--- src/sv/deadline_timer_queue_macros.svh ---
// Assertion macros used by the deadline timer queue sequencer (dtq_ctrl).
`ifndef DEADLINE_TIMER_QUEUE_MACROS_SVH
`define DEADLINE_TIMER_QUEUE_MACROS_SVH

// Check an invariant at every clock edge outside reset.
`define DTQ_CHECK(label, expr, msg) \
  label: assert property (@(posedge clk) disable iff (rst) (expr)) \
    else $error(msg);

// Check that a condition implies another in the same cycle.
`define DTQ_NOW(label, ante, cons, msg) \
  label: assert property (@(posedge clk) disable iff (rst) (ante) |-> (cons)) \
    else $error(msg);

// Check that a condition implies another in the next cycle.
`define DTQ_NEXT(label, ante, cons, msg) \
  label: assert property (@(posedge clk) disable iff (rst) (ante) |=> (cons)) \
    else $error(msg);

`endif

--- src/sv/dtq_pkg.sv ---
// Types and constants shared by the deadline timer queue modules.
package dtq_pkg;

  // Most expiry notices emitted for one tick
  localparam int MAX_RESULTS = 16;

  // Highest accepted interface revision
  localparam logic [7:0] REV_MAX = 8'd1;

  localparam logic KIND_REPLY  = 1'b0;
  localparam logic KIND_EXPIRY = 1'b1;

  typedef enum logic [1:0] {
    REQ_TICK   = 2'd0,
    REQ_ARM    = 2'd1,
    REQ_CANCEL = 2'd2,
    REQ_READ   = 2'd3
  } req_type_t;

  typedef enum logic [2:0] {
    ST_OK      = 3'd0,
    ST_PASSED  = 3'd1,
    ST_BADREV  = 3'd2,
    ST_FULL    = 3'd3,
    ST_PENDING = 3'd4
  } status_t;

  // One queue entry as stored in memory
  typedef struct packed {
    logic [63:0] deadline;
    logic [7:0]  tag;
  } entry_t;

  // Request payload as seen by the sequencer
  typedef struct packed {
    logic [1:0]  req_type;
    logic [7:0]  request_id;
    logic [63:0] delay;
    logic [63:0] deadline;
    logic [7:0]  revision;
  } req_t;

  // Result fields other than the counter
  typedef struct packed {
    logic        kind;
    status_t     status;
    logic [7:0]  id;
    logic        last;
  } res_t;

  // Result offered by the sequencer to the output register
  typedef struct packed {
    logic        vld;
    res_t        res;
    logic [63:0] counter;
  } emit_t;

endpackage

--- src/sv/dtq_req_if.sv ---
// Request channel interface of the deadline timer queue.
interface dtq_req_if;
  logic        valid;
  logic        ready;
  logic [1:0]  req_type;
  logic [7:0]  request_id;
  logic [63:0] delay;
  logic [63:0] deadline;
  logic [7:0]  revision;

  modport source (
    output valid, req_type, request_id, delay, deadline, revision,
    input  ready
  );
  modport sink (
    input  valid, req_type, request_id, delay, deadline, revision,
    output ready
  );
endinterface

--- src/sv/dtq_res_if.sv ---
// Result channel interface of the deadline timer queue.
interface dtq_res_if;
  logic        valid;
  logic        ready;
  logic        kind;
  logic [2:0]  status;
  logic [7:0]  result_id;
  logic [63:0] counter_value;
  logic        last;

  modport source (
    output valid, kind, status, result_id, counter_value, last,
    input  ready
  );
  modport sink (
    input  valid, kind, status, result_id, counter_value, last,
    output ready
  );
endinterface

--- src/sv/dtq_store.sv ---
// Entry memory of the deadline timer queue: one write port, one registered read port.
module dtq_store import dtq_pkg::*; #(
  parameter int DEPTH = 16,
  localparam int AW = $clog2(DEPTH)
) (
  input  logic          clk,
  input  logic          wr_en,
  input  logic [AW-1:0] wr_addr,
  input  entry_t        wr_data,
  input  logic [AW-1:0] rd_addr,
  output entry_t        rd_data
);

  entry_t mem [DEPTH];

  // Write one entry
  always_ff @(posedge clk) begin
    if (wr_en) begin
      mem[wr_addr] <= wr_data;
    end
  end

  // Registered read: the entry appears in the cycle after its address
  always_ff @(posedge clk) begin
    rd_data <= mem[rd_addr];
  end

endmodule

--- src/sv/dtq_ctrl.sv ---
// Sequencer of the deadline timer queue: counter, fill count and memory sweeps.
`include "deadline_timer_queue_macros.svh"

module dtq_ctrl import dtq_pkg::*; #(
  parameter int QUEUE_DEPTH = 16,
  localparam int IW = $clog2(QUEUE_DEPTH)
) (
  input  logic          clk,
  input  logic          rst,
  input  logic          in_valid,
  output logic          in_ready,
  input  req_t          in_req,
  output emit_t         emit,
  input  logic          res_free,
  output logic          mem_we,
  output logic [IW-1:0] mem_waddr,
  output entry_t        mem_wdata,
  output logic [IW-1:0] mem_raddr,
  input  entry_t        mem_rdata
);

  localparam int CW = $clog2(QUEUE_DEPTH + 1);
  localparam int PW = CW + 1;
  localparam int MW = $clog2(MAX_RESULTS + 1);

  typedef enum logic [3:0] {
    S_IDLE,
    S_T_RD,
    S_T_EV,
    S_SC_RD,
    S_SC_EV,
    S_SH_RD,
    S_SH_WR,
    S_INS,
    S_EMIT
  } state_t;

  state_t        state;
  logic [63:0]   counter;
  logic [IW-1:0] head;
  logic [CW-1:0] count;
  logic [MW-1:0] emitted;
  logic          has_pend;
  logic          is_arm;
  logic [63:0]   new_dl;
  logic [7:0]    new_tag;
  logic [CW-1:0] scan_l;
  logic          found;
  logic [CW-1:0] found_l;
  logic [CW-1:0] pos;
  logic [CW-1:0] sh_l;
  res_t          res;

  logic [63:0]   dl_calc;
  logic          rev_bad;
  logic          due;
  logic          last_now;
  logic [IW-1:0] head_inc;

  // Map a queue position to a memory address, starting at head
  function automatic logic [IW-1:0] phys(input logic [IW-1:0] hd, input logic [CW-1:0] l);
    logic [PW-1:0] s;
    s = PW'(hd) + PW'(l);
    if (s >= PW'(QUEUE_DEPTH)) begin
      s = s - PW'(QUEUE_DEPTH);
    end
    return s[IW-1:0];
  endfunction

  function automatic res_t reply(input status_t st, input logic [7:0] id);
    res_t r;
    r.kind   = KIND_REPLY;
    r.status = st;
    r.id     = id;
    r.last   = 1'b1;
    return r;
  endfunction

  // Resolve the deadline of an arm transaction
  assign dl_calc  = (in_req.delay != 64'd0) ? counter + in_req.delay : in_req.deadline;
  assign rev_bad  = in_req.revision > REV_MAX;
  assign due      = mem_rdata.deadline <= counter;
  assign last_now = (count == CW'(1)) || (emitted == MW'(MAX_RESULTS - 1));
  assign head_inc = (head == IW'(QUEUE_DEPTH - 1)) ? '0 : head + IW'(1);

  assign in_ready     = state == S_IDLE;
  assign emit.vld     = state == S_EMIT;
  assign emit.res     = res;
  assign emit.counter = counter;

  // Select memory addresses; reads and writes alternate, so a read never meets a write
  always_comb begin
    unique case (state)
      S_SC_RD: mem_raddr = phys(head, scan_l);
      S_SH_RD: mem_raddr = phys(head, is_arm ? sh_l - CW'(1) : sh_l);
      default: mem_raddr = head;
    endcase
    if (state == S_INS) begin
      mem_waddr = phys(head, pos);
    end else begin
      mem_waddr = phys(head, is_arm ? sh_l : sh_l - CW'(1));
    end
    mem_we = (state == S_SH_WR) || (state == S_INS);
    if (state == S_INS) begin
      mem_wdata.deadline = new_dl;
      mem_wdata.tag      = new_tag;
    end else begin
      mem_wdata = mem_rdata;
    end
  end

  // Sequence each transaction through the memory
  always_ff @(posedge clk) begin
    if (rst) begin
      state    <= S_IDLE;
      counter  <= '0;
      head     <= '0;
      count    <= '0;
      emitted  <= '0;
      has_pend <= 1'b0;
    end else begin
      unique case (state)
        S_IDLE: begin
          if (in_valid) begin
            new_tag <= in_req.request_id;
            new_dl  <= dl_calc;
            scan_l  <= '0;
            found   <= 1'b0;
            pos     <= '0;
            unique case (req_type_t'(in_req.req_type))
              REQ_TICK: begin
                counter  <= counter + 64'd1;
                emitted  <= '0;
                has_pend <= 1'b0;
                state    <= (count != '0) ? S_T_RD : S_IDLE;
              end
              REQ_ARM: begin
                is_arm <= 1'b1;
                if (rev_bad) begin
                  res   <= reply(ST_BADREV, in_req.request_id);
                  state <= S_EMIT;
                end else if (dl_calc <= counter) begin
                  res   <= reply(ST_PASSED, in_req.request_id);
                  state <= S_EMIT;
                end else begin
                  state <= S_SC_RD;
                end
              end
              REQ_CANCEL: begin
                is_arm <= 1'b0;
                state  <= S_SC_RD;
              end
              REQ_READ: begin
                res   <= reply(rev_bad ? ST_BADREV : ST_OK, in_req.request_id);
                state <= S_EMIT;
              end
            endcase
          end
        end

        // Scan the queue for the tag and the insert position
        S_SC_RD: begin
          if (found || scan_l == count) begin
            if (is_arm) begin
              if (found) begin
                res   <= reply(ST_PENDING, new_tag);
                state <= S_EMIT;
              end else if (count == CW'(QUEUE_DEPTH)) begin
                res   <= reply(ST_FULL, new_tag);
                state <= S_EMIT;
              end else begin
                sh_l  <= count;
                state <= S_SH_RD;
              end
            end else begin
              if (found) begin
                sh_l  <= found_l + CW'(1);
                state <= S_SH_RD;
              end else begin
                res   <= reply(ST_PASSED, new_tag);
                state <= S_EMIT;
              end
            end
          end else begin
            state <= S_SC_EV;
          end
        end
        S_SC_EV: begin
          if (mem_rdata.tag == new_tag) begin
            found   <= 1'b1;
            found_l <= scan_l;
          end
          if (mem_rdata.deadline <= new_dl) begin
            pos <= pos + CW'(1);
          end
          scan_l <= scan_l + CW'(1);
          state  <= S_SC_RD;
        end

        // Shift entries up to open a slot, or down to close one
        S_SH_RD: begin
          if (is_arm) begin
            state <= (sh_l == pos) ? S_INS : S_SH_WR;
          end else if (sh_l == count) begin
            count <= count - CW'(1);
            res   <= reply(ST_OK, new_tag);
            state <= S_EMIT;
          end else begin
            state <= S_SH_WR;
          end
        end
        S_SH_WR: begin
          sh_l  <= is_arm ? sh_l - CW'(1) : sh_l + CW'(1);
          state <= S_SH_RD;
        end
        S_INS: begin
          count <= count + CW'(1);
          res   <= reply(ST_OK, new_tag);
          state <= S_EMIT;
        end

        // Pop due entries from the head, holding one notice back to learn its last flag
        S_T_RD: begin
          state <= S_T_EV;
        end
        S_T_EV: begin
          if (has_pend) begin
            res.last <= !due;
            has_pend <= 1'b0;
            state    <= S_EMIT;
          end else if (due) begin
            res.kind   <= KIND_EXPIRY;
            res.status <= ST_OK;
            res.id     <= mem_rdata.tag;
            res.last   <= last_now;
            head       <= head_inc;
            count      <= count - CW'(1);
            emitted    <= emitted + MW'(1);
            if (last_now) begin
              state <= S_EMIT;
            end else begin
              has_pend <= 1'b1;
              state    <= S_T_RD;
            end
          end else begin
            state <= S_IDLE;
          end
        end

        // Hand the result to the output register
        S_EMIT: begin
          if (res_free) begin
            state <= res.last ? S_IDLE : S_T_EV;
          end
        end
      endcase
    end
  end

  `DTQ_CHECK(a_count_bound, count <= CW'(QUEUE_DEPTH), "fill count above queue depth")
  `DTQ_CHECK(a_head_bound, PW'(head) < PW'(QUEUE_DEPTH), "head pointer out of range")
  `DTQ_NOW(a_ins_room, state == S_INS, count < CW'(QUEUE_DEPTH), "insert into full queue")
  `DTQ_NEXT(a_emit_hold, emit.vld && !res_free, emit.vld && $stable(emit.res), "result lost")
  `DTQ_CHECK(a_burst_bound, emitted <= MW'(MAX_RESULTS), "too many notices for one tick")

endmodule

--- src/sv/deadline_timer_queue.sv ---
// Deadline timer queue: a 64-bit tick counter and up to QUEUE_DEPTH pending timers kept
// in deadline order in a memory with one write port and one registered read port, used as
// a ring with a fill count (no clearing pass after reset). A tick emits one expiry notice
// per due entry, with at most 16 notices per tick; arm and cancel scan the queue one entry
// at a time and then shift the entries behind the affected slot, alternating a read and a
// write of each entry. Results leave through an output register, so a new transaction is
// taken while the last one waits.
module deadline_timer_queue import dtq_pkg::*; #(
  parameter int QUEUE_DEPTH = 16
) (
  input  logic clk,
  input  logic rst,
  dtq_req_if.sink   req,
  dtq_res_if.source res
);

  localparam int IW = $clog2(QUEUE_DEPTH);

  req_t          in_req;
  logic          in_ready;
  emit_t         emit;
  logic          res_free;
  logic          mem_we;
  logic [IW-1:0] mem_waddr;
  entry_t        mem_wdata;
  logic [IW-1:0] mem_raddr;
  entry_t        mem_rdata;

  logic          out_valid;
  res_t          out_res;
  logic [63:0]   out_counter;

  assign in_req.req_type   = req.req_type;
  assign in_req.request_id = req.request_id;
  assign in_req.delay      = req.delay;
  assign in_req.deadline   = req.deadline;
  assign in_req.revision   = req.revision;
  assign req.ready         = in_ready;

  dtq_ctrl #(.QUEUE_DEPTH(QUEUE_DEPTH)) u_ctrl (
    .clk       (clk),
    .rst       (rst),
    .in_valid  (req.valid),
    .in_ready  (in_ready),
    .in_req    (in_req),
    .emit      (emit),
    .res_free  (res_free),
    .mem_we    (mem_we),
    .mem_waddr (mem_waddr),
    .mem_wdata (mem_wdata),
    .mem_raddr (mem_raddr),
    .mem_rdata (mem_rdata)
  );

  dtq_store #(.DEPTH(QUEUE_DEPTH)) u_store (
    .clk     (clk),
    .wr_en   (mem_we),
    .wr_addr (mem_waddr),
    .wr_data (mem_wdata),
    .rd_addr (mem_raddr),
    .rd_data (mem_rdata)
  );

  // Output register takes a new result when empty or being drained
  assign res_free = !out_valid || res.ready;

  always_ff @(posedge clk) begin
    if (rst) begin
      out_valid <= 1'b0;
    end else if (emit.vld && res_free) begin
      out_valid <= 1'b1;
    end else if (res.ready) begin
      out_valid <= 1'b0;
    end
  end

  // Hold the payload of the waiting transaction
  always_ff @(posedge clk) begin
    if (emit.vld && res_free) begin
      out_res     <= emit.res;
      out_counter <= emit.counter;
    end
  end

  assign res.valid         = out_valid;
  assign res.kind          = out_res.kind;
  assign res.status        = out_res.status;
  assign res.result_id     = out_res.id;
  assign res.counter_value = out_counter;
  assign res.last          = out_res.last;

endmodule
--- src/flat_wrapper.sv ---
// flat-port wrapper written by rule: the top's interface ports become plain ports
module deadline_timer_queue_flat import dtq_pkg::*;
#(
  parameter int QUEUE_DEPTH = 16
)
  (clk, rst, req_valid, req_req_type, req_request_id, req_delay, req_deadline, req_revision, req_ready, res_valid, res_kind, res_status, res_result_id, res_counter_value, res_last, res_ready);
  dtq_req_if req_i ();
  dtq_res_if res_i ();
  input  logic clk;
  input  logic rst;
  input wire logic [$bits(req_i.valid)-1:0] req_valid;
  input wire logic [$bits(req_i.req_type)-1:0] req_req_type;
  input wire logic [$bits(req_i.request_id)-1:0] req_request_id;
  input wire logic [$bits(req_i.delay)-1:0] req_delay;
  input wire logic [$bits(req_i.deadline)-1:0] req_deadline;
  input wire logic [$bits(req_i.revision)-1:0] req_revision;
  output wire logic [$bits(req_i.ready)-1:0] req_ready;
  output wire logic [$bits(res_i.valid)-1:0] res_valid;
  output wire logic [$bits(res_i.kind)-1:0] res_kind;
  output wire logic [$bits(res_i.status)-1:0] res_status;
  output wire logic [$bits(res_i.result_id)-1:0] res_result_id;
  output wire logic [$bits(res_i.counter_value)-1:0] res_counter_value;
  output wire logic [$bits(res_i.last)-1:0] res_last;
  input wire logic [$bits(res_i.ready)-1:0] res_ready;
  assign req_i.valid = req_valid;
  assign req_i.req_type = req_req_type;
  assign req_i.request_id = req_request_id;
  assign req_i.delay = req_delay;
  assign req_i.deadline = req_deadline;
  assign req_i.revision = req_revision;
  assign req_ready = req_i.ready;
  assign res_valid = res_i.valid;
  assign res_kind = res_i.kind;
  assign res_status = res_i.status;
  assign res_result_id = res_i.result_id;
  assign res_counter_value = res_i.counter_value;
  assign res_last = res_i.last;
  assign res_i.ready = res_ready;
  deadline_timer_queue #(.QUEUE_DEPTH(QUEUE_DEPTH)) u_core (.clk(clk), .rst(rst), .req(req_i), .res(res_i));
endmodule
--- config.mk ---
export PLATFORM = sky130hd
export DESIGN_NAME = deadline_timer_queue_flat
export DESIGN_NICKNAME = d
export VERILOG_FILES = /design/src/sv/dtq_pkg.sv /design/src/sv/dtq_req_if.sv /design/src/sv/dtq_res_if.sv /design/src/sv/dtq_store.sv /design/src/sv/dtq_ctrl.sv /design/src/sv/deadline_timer_queue.sv /design/src/flat_wrapper.sv
export VERILOG_INCLUDE_DIRS = /design/src /design/src/sv
export SDC_FILE = /design/constraint.sdc
export NUM_CORES = 2
export LEC_CHECK = 0
export ABC_AREA = 1
export BUFFER_PORTS_ARGS = -buffer_cell sky130_fd_sc_hd__buf_2
export CAP_MARGIN = 20
export CELL_PAD_IN_SITES_DETAIL_PLACEMENT = 1
export CELL_PAD_IN_SITES_GLOBAL_PLACEMENT = 2
export CORE_UTILIZATION = 42
export CTS_BUF_LIST = sky130_fd_sc_hd__clkbuf_8
export DETAILED_ROUTE_END_ITERATION = 6
export HOLD_SLACK_MARGIN = 0.08
export PLACE_DENSITY_LB_ADDON = 0.1
export SETUP_SLACK_MARGIN = 0.4
export SLEW_MARGIN = 15
export SYNTH_ARGS = -nofsm -noshare
export SYNTH_HDL_FRONTEND = slang
export SYNTH_HIERARCHICAL = 1
export SYNTH_SLANG_ARGS = --single-unit
--- constraint.sdc ---
create_clock -name clk -period 8.1 [get_ports clk]
set_clock_uncertainty 0.1 [all_clocks]
set_input_delay 0.81 -clock clk [delete_from_list [all_inputs] [get_ports clk]]
set_output_delay 0.81 -clock clk [all_outputs]
set_load 0.01 [all_outputs]
Word-level counts from Yosys, hierarchy flattened
Memory sizes are Yosys's and may differ from the RTL's. A register that Yosys moved wholly into a read port is not among the register bits.
Index checks and enable logic that the tools add are counted.
{"block": "totals", "inputBits": 150, "register_bits": 268, "memories": 1, "word_cells": 205, "ramBits": 1152}
{"block": "op_classes", "n_mux": 81, "addsub": 19, "n_lt_le_gt_ge": 8, "bitwise": 2, "n_reduce_logical": 33, "n_eq_ne": 37}
{"name": "u_core.u_store.mem", "words": 16, "width": 72, "rd": 1, "rd_ports_with_merged_regs": 1, "write_ports": 1, "line": "dtq_store.sv:14", "text": "entry_t mem [DEPTH];"}
{"operator": "$le A64 B64 Y1", "n": 3}
{"operator": "$mux W13", "n": 11}
{"operator": "$mux W5", "n": 18}
{"operator": "$mux W4", "n": 20}
{"operator": "$mux W72", "n": 1}
{"operator": "$pmux W13 S5", "n": 1}
{"operator": "$add A64 B1 Y64 const B", "n": 1}
{"operator": "$add A64 B64 Y64", "n": 1}
{"operator": "$mux W64", "n": 1}
{"operator": "$reduce_bool A64 Y1", "n": 1}
{"operator": "$pmux W5 S2", "n": 4}
{"operator": "$pmux W4 S9", "n": 1}
{"operator": "$add A5 B1 Y5 const B", "n": 6}
{"operator": "$pmux W13 S2", "n": 1}
{"operator": "$add A4 B5 Y6", "n": 4}
{"operator": "$ge A6 B5 Y1 const B", "n": 4}
{"operator": "$ne A2 B2 Y1 const B", "n": 9}
{"operator": "$reduce_and A3 Y1", "n": 6}
{"operator": "$eq A4 B3 Y1 const B", "n": 4}
{"operator": "$pmux W4 S4", "n": 1}
{"operator": "$sub A4 B1 Y4 const B", "n": 4}
{"operator": "$eq A5 B5 Y1", "n": 3}
{"operator": "$ne A3 B3 Y1 const B", "n": 5}
{"operator": "$pmux W5 S3", "n": 1}
{"operator": "other kinds (35)", "n": 69}

Depth between registers and ports, before layout
{"block": "depth", "ltp_word": 8, "ltp_mapped": 30}

Modules after synthesis
Netlist, hierarchy kept.
{"mod": "dtq_store", "area_each_um2": 50772.4, "n_inst": 1, "cells_each": 4731}
{"mod": "dtq_ctrl", "area_each_um2": 20350.8, "n_inst": 1, "cells_each": 3042}
{"mod": "deadline_timer_queue", "area_each_um2": 2359.8, "n_inst": 1, "cells_each": 83}

Worst setup path after synthesis
No wires, ideal clock.
{"block": "synth_timing", "kind": "register to register", "from": "register u_core.u_ctrl.state[1]", "to": "memory u_core/u_store/mem[12][0] (netlist name) (enable)", "stages_incl_launch_ff": 15, "t_required_ns": 7.497, "slack_ns": 2.151, "n_path_buf": 2, "arrival_time_ns": 5.346, "path_cell_list": "dfxtp_1 nand2_1 inv_1 nand2_1 clkbuf_1 clkbuf_1 nor2_1 a21oi_1 ha_1 nand3_1 nand2_1 xor2_1 xor2_1 nand3_1 nor2_1"}
{"element": "from (decl)", "line": "dtq_ctrl.sv:38", "text": "state_t state;"}
{"element": "from (signal assigned)", "line": "dtq_ctrl.sv:135", "text": "state <= (count != '0) ? S_T_RD : S_IDLE;"}
{"element": "from (signal assigned)", "line": "dtq_ctrl.sv:203", "text": "state <= (sh_l == pos) ? S_INS : S_SH_WR;"}
{"element": "$eq A4 B3 Y1", "line": "dtq_ctrl.sv:98", "text": "if (state == S_INS) begin"}
{"element": "$mux W4", "line": "dtq_ctrl.sv:98"}
{"element": "named net u_core.mem_waddr[3]", "line": "deadline_timer_queue.sv:24", "text": "logic [IW-1:0] mem_waddr;"}
{"element": "to (decl)", "line": "dtq_store.sv:14"}
The timed path passes the listed nets, and every way through them passes these cells.

Worst setup path in the final report
{"block": "layout_timing", "from": "register u_core.u_ctrl.counter[0]", "to": "register u_core.u_ctrl.res, in the netlist u_core/u_ctrl/emit[65] (enable)"}
{"block": "layout_between", "elab_chain_cells": 5}
{"element": "from (decl)", "line": "dtq_ctrl.sv:39", "text": "logic [63:0] counter;"}
{"element": "from (signal assigned)", "line": "dtq_ctrl.sv:132", "text": "counter <= counter + 64'd1;"}
{"element": "$add A64 B64 Y64", "line": "dtq_ctrl.sv:80", "text": "assign dl_calc = (in_req.delay != 64'd0) ? counter + in_req.delay : in_req.deadline;"}
{"element": "$mux W64", "line": "dtq_ctrl.sv:80"}
{"element": "named net u_core.u_ctrl.dl_calc[54]", "line": "dtq_ctrl.sv:54", "text": "logic [63:0] dl_calc;"}
{"element": "$le A64 B64 Y1", "line": "dtq_ctrl.sv:142", "text": "end else if (dl_calc <= counter) begin"}
{"element": "$ne A4 B4 Y1 (no source line)"}
{"element": "$reduce_and A12 Y1 (no source line)"}
{"element": "to (signal assigned)", "line": "dtq_ctrl.sv:140", "text": "res <= reply(ST_BADREV, in_req.request_id);"}
{"element": "to (signal assigned)", "line": "dtq_ctrl.sv:143", "text": "res <= reply(ST_PASSED, in_req.request_id);"}
{"element": "to (signal assigned)", "line": "dtq_ctrl.sv:154", "text": "res <= reply(rev_bad ? ST_BADREV : ST_OK, in_req.request_id);"}
{"element": "to (decl)", "line": "dtq_ctrl.sv:52", "text": "res_t res;"}
The timed path passes the listed nets, and every way through them passes these cells.
A chain may end at the register's enable or synchronous reset.

==> results.toml <==
[run_status]
outcome = "finished clean"

[routing]
wire_per_inst_microns = 23.7
avgViaCountPerCell = 5.30
final_antenna_net_count = 0
drtIter0Drc = 3924
first_pass_iters = 5
vias = 57100
drc_errors = 0
wl_microns = 255000

[logic_synthesis]
synth_fp_nets = 8289
synth_cells = 7856
ys_warn_count = 6
synth_flop_cell = "edfxtp_1"
synth_enable_flop_cells = 1336
synth.distinct_cells = 66
synth_area_sq_mm = 0.0735
synth-seq-area-share_pct = 58.8
ys_ff_latch = 1492
async_flop_share_pct = 0
avgSynthCellArea_sq_um = 9.35

[die]
initial_core_util_pct = 42.3
io_pins = 229
num_rows = 153
die_y_microns = 420
die_w_microns = 420
dieArea_sq_mm = 0.177
core_sq_mm = 0.174

[setup_path]
worst_r2r_path_depth = 21
worstSetupPathType = "flop to flop"
start_kind = "flop"
worstPathMaxFanout = 12
cp.required_ns = 8.65
critPathArrivalTime_ns = 7.02
endpoint_kind = "flop"

[global_route]
gr-total-overflow = 0
grtUsageTotal_pct = 28.8
antenna_found_initial = 8
grt_pass1_vias = 59000
grt_pass1_wl_microns = 374000
grt_max_degree = 170

[sta]
slew_violations = 0
fin_crit_sh_pct = 79.9
hold_ws_ns = 0.201
finalHoldViolCount = 0
setup_tns_ns = 0
max_freq_mhz = 155
post-route-min-period_ns = 6.47
worstMarginPinSlew_ns = 1.20
rsz0062_at_grt = "false"
setup-violations-final = 0
maxSlewHeadroom_pct = 20.2

[finish]
fin_nets = 8694
area_growth_pct = 12.9
final_area_sq_mm = 0.0830
drive_above_1_share_pct = 9.19
layoutNonFillerInstCount = 10800
fillCellCount = 20000

[clocking]
cts.sinks = 1492
cts_buffer_depth = 4
cts_root_buf = "clkbuf_8"
ctsResizeCount = 0
cts_tree = "yes"
cts_buffers = 286
h-tree-depth = 5
post_cts_buffers = 0
clkLatencyLatePin_ns = 1.03
clk_pin_slew_worst_paths_ns = 0.06

[min_path]
min_path_type = "input port to flop"
holdPathStages = 3

[power_and_ir_drop]
power_switching_share_pct = 34.3
p_sw_mw = 7.83
p_per_area_mw_per_mm2 = 275
ir_drop_mv = 0.185
p_int_mw = 15.0
pwr-share-seq_pct = 44.8
comb_power_share_pct = 25.2
static-leakage-power_nw = 35.8
clock_power_share_pct = 30.0

[job]
maxCapViolCount = 0

[placement]
placed_cell_area_sq_mm = 0.0775
gp_congestion = 0.932
dp_hpwl_microns = 162000
placed_cells = 10300
port_buffers = 227
-- cells by family (layout without fill, tap and decap cells) --
logic type	Yosys count	count (layout)	share of synthesized area, %
DFF	1492	1492	58.8
other	0	3	0
xor gates and xnor gates	97	97	1.16
buffers and inverters	1599	2199	8.85
and+or+nand+nor	3773	3773	21.8
AOI/OAI and AO/OA	610	610	4.44
adders and majority gates	283	283	4.85
muxes	2	2	0.0306
-- per-layer routing --
layer	routed length, microns	vias up	global-route usage, %
met4	8690	2	10.5
met1	115000	28600	38.9
met5	8	-	0
met2	119000	1455	47.0
li1	-	26600	-
met3	12000	436	3.96
-- through the flow --
stage | util (%) | setup slack (ns) | power, mW
final | 47.7 | 1.63 | 22.8
after CTS | 47.7 | 1.59 | 23.0
after global placement | 44.6 | 1.13 | 15.9
after floorplan | - | 2.15 | 13.7
after global routing | 47.7 | 1.31 | 24.0
after detailed placement | 44.6 | 1.10 | 16.1
-- worst max-delay path, stage by stage, from the launching register on --
cell and delay (ns):
dfxtp_1 0.56, ha_1 0.25, inv_1 0.06, fa_1 0.40
o21ai_1 0.32, a21boi_1 0.24, o21ai_0 0.88, nand3_1 0.40
nand4_1 0.18, nand3_1 0.09, nand2_1 0.11, inv_1 0.05
ha_1 0.27, nand2_1 0.09, nor4_1 0.70, nand3_1 0.15
nor2_1 0.42, nor2_1 0.12, nand3_1 0.15, o21ai_0 0.13
nor2_1 0.13, buf_4 0.29
-- power groups by stage --
stage                     combinational, mW  clock (mW)  sequential (mW)
after floorplan                        3.66           0             10.1
after CTS                              5.75        7.03             10.2
after global placement                 5.51           0             10.4
after detailed placement               5.71           0             10.4
after global routing                   6.39        7.34             10.3
final                                  5.75        6.86             10.2
-- cells in the mapped netlist, drive strengths merged (2+ instances only) --
master | number | area (sq um)
nand2 | 2183 | 8220
edfxtp | 1336 | 40100
inv | 1310 | 4920
nand3 | 980 | 4930
nor2 | 391 | 1530
a21oi | 292 | 1470
ha | 280 | 3500
o21ai | 235 | 1180
buf | 230 | 1360
dfxtp | 156 | 3120
nor3 | 76 | 405
xor2 | 65 | 569
nand4 | 62 | 403
clkbuf | 56 | 210
nor4 | 34 | 213
xnor2 | 32 | 280
o211ai | 15 | 113
nand3b | 12 | 90.1
o21a | 12 | 90.1
o21bai | 12 | 90.1
a21o | 11 | 82.6
or2 | 10 | 62.6
a31oi | 9 | 56.3
nor3b | 9 | 72.6
a21boi | 7 | 52.6
and3 | 7 | 43.8
a211oi | 5 | 37.5
clkinv | 3 | 12.5
fa | 3 | 60.1
a221oi | 2 | 17.5
and2 | 2 | 12.5
mux2 | 2 | 22.5
nor2b | 2 | 12.5
nor4b | 2 | 17.5
o2111ai | 2 | 17.5
o31ai | 2 | 15.0
o32ai | 2 | 17.5
or4 | 2 | 15.0
-- cell type report --
cell class | count | area [sq um] | share of cell area, %
well taps | 2325 | 2910 | 3.51
diodes | 3 | 7.51 | 0.00905
inverters | 1313 | 4980 | 6.00
multi-input cells | 4765 | 23900 | 28.9
repair buffers | 403 | 2800 | 3.37
flip-flops and latches | 1492 | 43200 | 52.1
clock inverters | 171 | 792 | 0.955
clock buffers | 312 | 4290 | 5.18
-- path summary, 6_finish.rpt --
check                                        start                            endpoint  slack, ns
max reg2reg  u_core/u_ctrl/counter[0]$_SDFFE_PP0P_    u_core/u_ctrl/emit[65]$_DFFE_PP_       1.63
max          u_core/u_ctrl/counter[0]$_SDFFE_PP0P_    u_core/u_ctrl/emit[65]$_DFFE_PP_       1.63
min                               req_deadline[15]  u_core/u_ctrl/new_dl[15]$_DFFE_PP_       0.20
min reg2reg       u_core/u_ctrl/emit[70]$_DFFE_PP_   u_core/res.result_id[5]$_DFFE_PP_       0.32
-- state kept, by name, summed over array words and instances (netlist names) --
signal and flops:
u_core/res.counter_value 64, u_core/res.kind 1, u_core/res.last 1, u_core/res.result_id 8
u_core/res.status 3, u_core/res.valid 1, u_core/u_ctrl/count 5, u_core/u_ctrl/counter 64
u_core/u_ctrl/emit 13, u_core/u_ctrl/emitted 5, u_core/u_ctrl/found 1, u_core/u_ctrl/found_l 5
u_core/u_ctrl/has_pend 1, u_core/u_ctrl/head 4, u_core/u_ctrl/is_arm 1, u_core/u_ctrl/new_dl 64
u_core/u_ctrl/new_tag 8, u_core/u_ctrl/pos 5, u_core/u_ctrl/scan_l 5, u_core/u_ctrl/sh_l 5
u_core/u_ctrl/state 4, u_core/u_store/mem 1152, u_core/u_store/rd_data 72
-- timing repair --
| action | CTS | global route |
|---|---|---|
| hold buffers | 33 | 0 |
| endpoints found under the hold margin | 44 | 0 |
| endpoints found under the setup margin | 0 | 0 |
-- cell usage in the layout, fill, tap and decap left out, drive strengths merged, types with 3 or more instances in the layout --
master	n
a31oi	9
a211oi	5
a21boi	7
clkinv	40
dlygate4sd3	33
and3	7
nand3b	12
nor4	34
o21ai	235
bufinv	5
nand2	2183
clkbuf	312
o211ai	15
buf	370
diode	3
o21a	12
xnor2	32
nor3	76
dfxtp	156
nor3b	9
or2	10
ha	280
a21o	11
o21bai	12
fa	3
a21oi	292
inv	1437
edfxtp	1336
xor2	65
nor2	391
nand4	62
nand3	980
Power figures use the tool's default switching activity.
